File: config.mk
export PLATFORM = sky130hd
export DESIGN_NAME = ddo_ctrl
export DESIGN_NICKNAME = d
export VERILOG_FILES = /design/src/design/ddo_pkg.sv /design/src/design/ddo_ctrl.sv
export VERILOG_INCLUDE_DIRS = /design/src /design/src/design
export SDC_FILE = /design/constraint.sdc
export NUM_CORES = 1
export LEC_CHECK = 0
export ABC_CLOCK_PERIOD_IN_PS = 1300
export BUFFER_PORTS_ARGS = -buffer_cell sky130_fd_sc_hd__buf_2
export CAP_MARGIN = 20
export CORE_AREA = 2 2 39 41
export DETAILED_ROUTE_END_ITERATION = 10
export DIE_AREA = 0 0 41 43
export PLACE_DENSITY_LB_ADDON = 0.1
export SYNTH_ARGS = -nofsm -noshare
export SYNTH_HDL_FRONTEND = slang
export SYNTH_SLANG_ARGS = --single-unit
File: constraint.sdc
create_clock -name clk -period 1.3 [get_ports clk]
set_input_delay 0.26 -clock clk [delete_from_list [all_inputs] [get_ports clk]]
set_output_delay 0.26 -clock clk [all_outputs]
set_load 0.01 [all_outputs]
File: src/design/diff_drive_slew_odometry_macros.svh
// Assertion helpers
`ifndef DIFF_DRIVE_SLEW_ODOMETRY_MACROS_SVH
`define DIFF_DRIVE_SLEW_ODOMETRY_MACROS_SVH

// holds under a clocked, reset-qualified implication
`define DDO_ASSERT_IMP(label, ante, cons) \
  label: assert property (@(posedge clk) disable iff (rst) (ante) |-> (cons)) \
    else $error("%m: label");

// holds in the cycle after the antecedent
`define DDO_ASSERT_NEXT(label, ante, cons) \
  label: assert property (@(posedge clk) disable iff (rst) (ante) |=> (cons)) \
    else $error("%m: label");

`endif

File: src/design/ddo_pkg.sv
`timescale 1ns / 1ps
package ddo_pkg;

  localparam int CordicSteps = 24;
  localparam int StepW = $clog2(CordicSteps + 1);
  localparam logic signed [35:0] CordicGain = 36'sd652032874;
  localparam logic [31:0] QuarterTurn = 32'h4000_0000;
  localparam logic [31:0] HalfTurn = 32'h8000_0000;
  localparam logic signed [47:0] PosMax = {1'b0, {47{1'b1}}};
  localparam logic signed [47:0] PosMin = {1'b1, {47{1'b0}}};

  typedef enum logic [2:0] {
    CFG_MAX_ACCEL = 3'd0,
    CFG_MAX_SPEED = 3'd1,
    CFG_INV_TRACK = 3'd2,
    CFG_RESET_ORIENT = 3'd3,
    CFG_START_X = 3'd4,
    CFG_START_Y = 3'd5
  } cfg_idx_t;

  typedef struct packed {
    logic signed [31:0] left_target;
    logic signed [31:0] right_target;
  } in_beat_t;

  typedef struct packed {
    logic signed [47:0] pos_x;
    logic signed [47:0] pos_y;
    logic [31:0] heading;
    logic signed [31:0] left_speed;
    logic signed [31:0] right_speed;
  } out_beat_t;

  typedef enum logic [5:0] {
    ST_IDLE = 6'b000001,
    ST_SLEW = 6'b000010,
    ST_MUL = 6'b000100,
    ST_ANGLE = 6'b001000,
    ST_ROT = 6'b010000,
    ST_DISP = 6'b100000
  } state_t;

  typedef struct packed {
    logic load;
    logic slew;
    logic mul;
    logic angle;
    logic rot;
    logic disp;
  } cmd_t;

  typedef struct packed {
    logic rot_done;
  } stat_t;

  function automatic logic [31:0] atan_entry(input logic [4:0] i);
    logic [31:0] r;
    unique case (i)
      5'd0: r = 32'd536870912; 5'd1: r = 32'd316933405;
      5'd2: r = 32'd167458907; 5'd3: r = 32'd85004756;
      5'd4: r = 32'd42667331; 5'd5: r = 32'd21354465;
      5'd6: r = 32'd10680862; 5'd7: r = 32'd5341269;
      5'd8: r = 32'd2670163; 5'd9: r = 32'd1335087;
      5'd10: r = 32'd667544; 5'd11: r = 32'd333772;
      5'd12: r = 32'd166886; 5'd13: r = 32'd83443;
      5'd14: r = 32'd41721; 5'd15: r = 32'd20860;
      5'd16: r = 32'd10430; 5'd17: r = 32'd5215;
      5'd18: r = 32'd2607; 5'd19: r = 32'd1303;
      5'd20: r = 32'd651; 5'd21: r = 32'd325;
      5'd22: r = 32'd162; 5'd23: r = 32'd81;
      5'd24: r = 32'd40; 5'd25: r = 32'd20;
      5'd26: r = 32'd10; 5'd27: r = 32'd5;
      5'd28: r = 32'd2; 5'd29: r = 32'd1;
      default: r = 32'd0;
    endcase
    return r;
  endfunction

endpackage

File: src/design/ddo_ctrl.sv
`timescale 1ns / 1ps
`include "diff_drive_slew_odometry_macros.svh"
module ddo_ctrl import ddo_pkg::*; (
  input  logic  clk,
  input  logic  rst,
  input  logic  in_fire,
  input  logic  out_busy,
  input  stat_t stat,
  output logic  in_ready,
  output cmd_t  cmd
);

  state_t state, state_next;

  always_comb begin
    state_next = state;
    unique case (state)
      ST_IDLE: if (in_fire) state_next = ST_SLEW;
      ST_SLEW: state_next = ST_MUL;
      ST_MUL: state_next = ST_ANGLE;
      ST_ANGLE: state_next = ST_ROT;
      ST_ROT: if (stat.rot_done) state_next = ST_DISP;
      ST_DISP: if (!out_busy) state_next = ST_IDLE;
      default: state_next = ST_IDLE;
    endcase
  end

  always_ff @(posedge clk) begin
    if (rst) state <= ST_IDLE;
    else state <= state_next;
  end

  assign in_ready = (state == ST_IDLE);
  always_comb begin
    cmd.load = in_fire;
    cmd.slew = (state == ST_SLEW);
    cmd.mul = (state == ST_MUL);
    cmd.angle = (state == ST_ANGLE);
    cmd.rot = (state == ST_ROT);
    cmd.disp = (state == ST_DISP) && !out_busy;
  end

  `DDO_ASSERT_NEXT(a_accept_slew, in_fire, state == ST_SLEW)
  `DDO_ASSERT_IMP(a_fire_idle, in_fire, state == ST_IDLE)
  `DDO_ASSERT_IMP(a_onehot, 1'b1, $onehot(state))

endmodule

==> impl_results.md <==
- Status: complete, but fails checks
- Failing checks: negative setup slack
- Pre-CTS setup slack: -202 ps
- Setup-failing EPs final: 9
- I/O pin total: 12
- Area of the multi-input gates: between 300 and 400 sq um
- Final WS setup: -458 ps
- First DRT Iteration DRCs: 6
- Placed insts: 77
- Final Hold Vio Count: 0
- Number of max-cap violations: 0
- Most area-consuming cells after synthesis: dfxtp_1 31%, buf_6 5.8%, nor3b_1 5.8%
- Psw: 0.148 mW
- TritonCTS Buffers: 3
- Core area: ~1400 sq um
- CP endpoint kind: output port
- Comb power frac: 0.338
- Vias in the first global route: ~400
- R2r endpoint: state[0]
- Final wirelength: around 1.1 mm
- Slew HR: 0.744
- Delay-heaviest family, CP: simple AND/OR/NAND/NOR gates
- Share of cells above drive strength 1: 0.779
- DRT Pass-1 Iters: 3
- Die Span Y: approximately 43 microns
- Int Pwr: around 0.39 mW
- Max Buffers Root-to-Sink: 2
- Largest Register: state
- Worst Hold Class: primary input to register
- Max Freq: 569 MHz
- Crit-path slowest cell: or4_4
- Post-DP Area: roughly 540 sq um
- Residual DRC: 0
- Startpoint types: register
- Critical path's largest stage delay: 570 ps
- Antenna Nets Post-Route: 0
- DR vias/cell: 4.94
- Post-synthesis register bit count: 6
- Reg-to-Reg Start: state[2]
- N_diodes: 0
- First-pass GRT wire length: about 1.7 mm
- Synth cell types: 26
- Reg-to-reg setup timing slack: -120 ps
- Pwr dens: between 700 and 800 nW/um^2
- Hold_sp: rst
- Clock insertion delay at the later pin of the skew report: approximately 240 ps
- RSZ-0062 raised after global routing: yes
- Crit path kind: register to output port
- Final Cycle Share: 1.35
- Switching fraction of total power: 0.274
- Reg power frac: 0.365
- WP data required: ~1000 ps
- Warnings, synthesis: 0
- Sequential Area: about 130 sq um
- Syn nets: 46
- R2R depth: 4
- WHS: ~260 ps
- Syn Area/Cell: ~9.4 sq um
- Rows: 14
- Crit path buf inv count: 1
- Antenna violations before repair: 0
- Root Buffer: clkbuf_4
- Clock power frac: 0.297
- Crit path launch: state[2]
- Worst Path Arrival: around 1500 ps
- Synth area leader: dfxtp_1
- Top flop regs: state: 6 flops
- Wire per inst: about 13 microns
- Setup TNS: -1880 ps
- GRT Residual Overflow: 0
- Sink Count: 6
- Worst Skew: around 3.4 ps
- Dpl hpwl: roughly 790 microns
- Non-Filler Instances: 84
- Die extent in x: approximately 41 microns
- Synthesized area: slightly below 400 sq um
- Worst Hold Path EP: state[1]
- Worst ir drop on vdd: ~0.47 mV
- Worst path cell trace: or4_4 -> nor4b_4 -> buf_2
- Post-synth ARST share: 0
- Gp weighted congestion: ~0.77
- Max-slew violations: 0
- Fillers: about 140
- CTS tree: done
- Die area: around 1800 sq um
- Post-synth top flop: dfxtp_1
- Mapped Cells: a little over 40
- Crit Path Max Fanout: 3
- Starting Density: 0.279
- Worst-Margin Slew: 374 ps
- Max FFs per register: 6
- Clock slew at reported path FFs: roughly 40 ps
- Final layout net count: 75
- Register area share after synthesis: 0.311
- Total number of vias: approximately 420
- Buffers on Ports: 11
- Synth top area share: 0.311
- Number of enable flip-flop cells after synthesis: 0
- Largest net degree at the start of global routing: 9
- Overall routing resource usage: 0.143
- Leak pwr: between 0.2 and 0.3 nW
- Final instance area: between 700 and 800 sq um
- H-tree level count: 1
- Hold Path Stages: 2
- Post-layout min period: about 1800 ps
- Area growth syn-to-layout: 86.1%
==> cells in the mapped netlist (all sizes together) (2+ instances only) <==
| cell | n |
|---|---|
| nor2 | 4 |
| inv | 3 |
| buf | 3 |
| nor3b | 4 |
| nand3b | 2 |
| dfxtp | 6 |
| nor4b | 2 |
| nor4 | 2 |
==> worst max-delay path by stage <==
stage	cells past startpoint	slack, ps	end
after floorplan	3	-200	cmd[0]
after global placement	3	-190	cmd[0]
after detailed placement	3	-200	cmd[0]
after CTS	3	-460	cmd[0]
after global routing	3	-510	cmd[0]
final	3	-460	cmd[0]
==> power by group through the flow <==
stage	registers [mW]	clock network, mW	logic [mW]
2_1_floorplan	0.200	0	0.0732
3_3_place_gp	0.198	0	0.123
3_5_place_dp	0.198	0	0.125
4_1_cts	0.197	0.171	0.154
5_1_grt	0.198	0.175	0.196
6_report	0.198	0.161	0.183
==> layout by cell type (no fill, tap or decap), drive strengths merged <==
cell / count
buf: 27
dfxtp: 6
nor2: 4
nor3b: 4
inv: 3
clkbuf: 3
nor4: 2
nor4b: 2
nand3b: 2
or4: 1
nand2: 1
nor3: 1
nor2b: 1
and2: 1
a31oi: 1
a22o: 1
a31o: 1
a211oi: 1
a2111oi: 1
xor2: 1
a221o: 1
o41a: 1
o22ai: 1
o211ai: 1
==> kinds of logic (layout without fill, tap and decap cells) <==
group	after synthesis	count (layout)	share of synthesized area
flip-flops	6	6	0.311
buffers and inverters	6	33	0.107
AO/OA/AOI/OAI	9	9	0.197
XOR/XNOR	1	1	0.0227
AND/OR/NAND/NOR	19	19	0.362
==> layer usage <==
layer / wire length [microns] / vias to the layer above / GRT usage / share of wire
li1: - / 214 / - / -
met1: 442 / 197 / 0.168 / 0.41
met2: 619 / 4 / 0.225 / 0.58
met3: 11 / 0 / 0.0314 / 0.010
met4: 0 / 0 / 0.0800 / 0
met5: 0 / - / 0 / 0
==> stage by stage <==
step / utilization / total power, mW
after global routing: 0.520 / 0.569
final: 0.520 / 0.542
after CTS: 0.467 / 0.522
after global placement: 0.392 / 0.321
after detailed placement: 0.392 / 0.323
after floorplan: - / 0.274
==> worst register-to-register path: cells and delay by family (launching register included) <==
kind	cells	cell delay [ps]
flip-flops	1	310
AO/OA/AOI/OAI	2	230
AND/OR/NAND/NOR	1	570
buffers and inverters	1	170
==> timing repair <==
action                                 4_1_cts  5_1_grt
setup endpoints to repair                   11       12
endpoints found under the hold margin        0        0
cloned                                       0        0
pin swaps                                    4        8
resized for setup                           14       15
buffers inserted                             3        4
hold buffers                                 0        0
==> layout make-up <==
cell class	count	area share
multi-input cells	29	0.470
repair buffers	27	0.278
flip-flops and latches	6	0.177
clock buffers	3	0.0313
well taps	16	0.0278
inverters	3	0.0157
No activity file was read; power rests on OpenSTA's default activity.
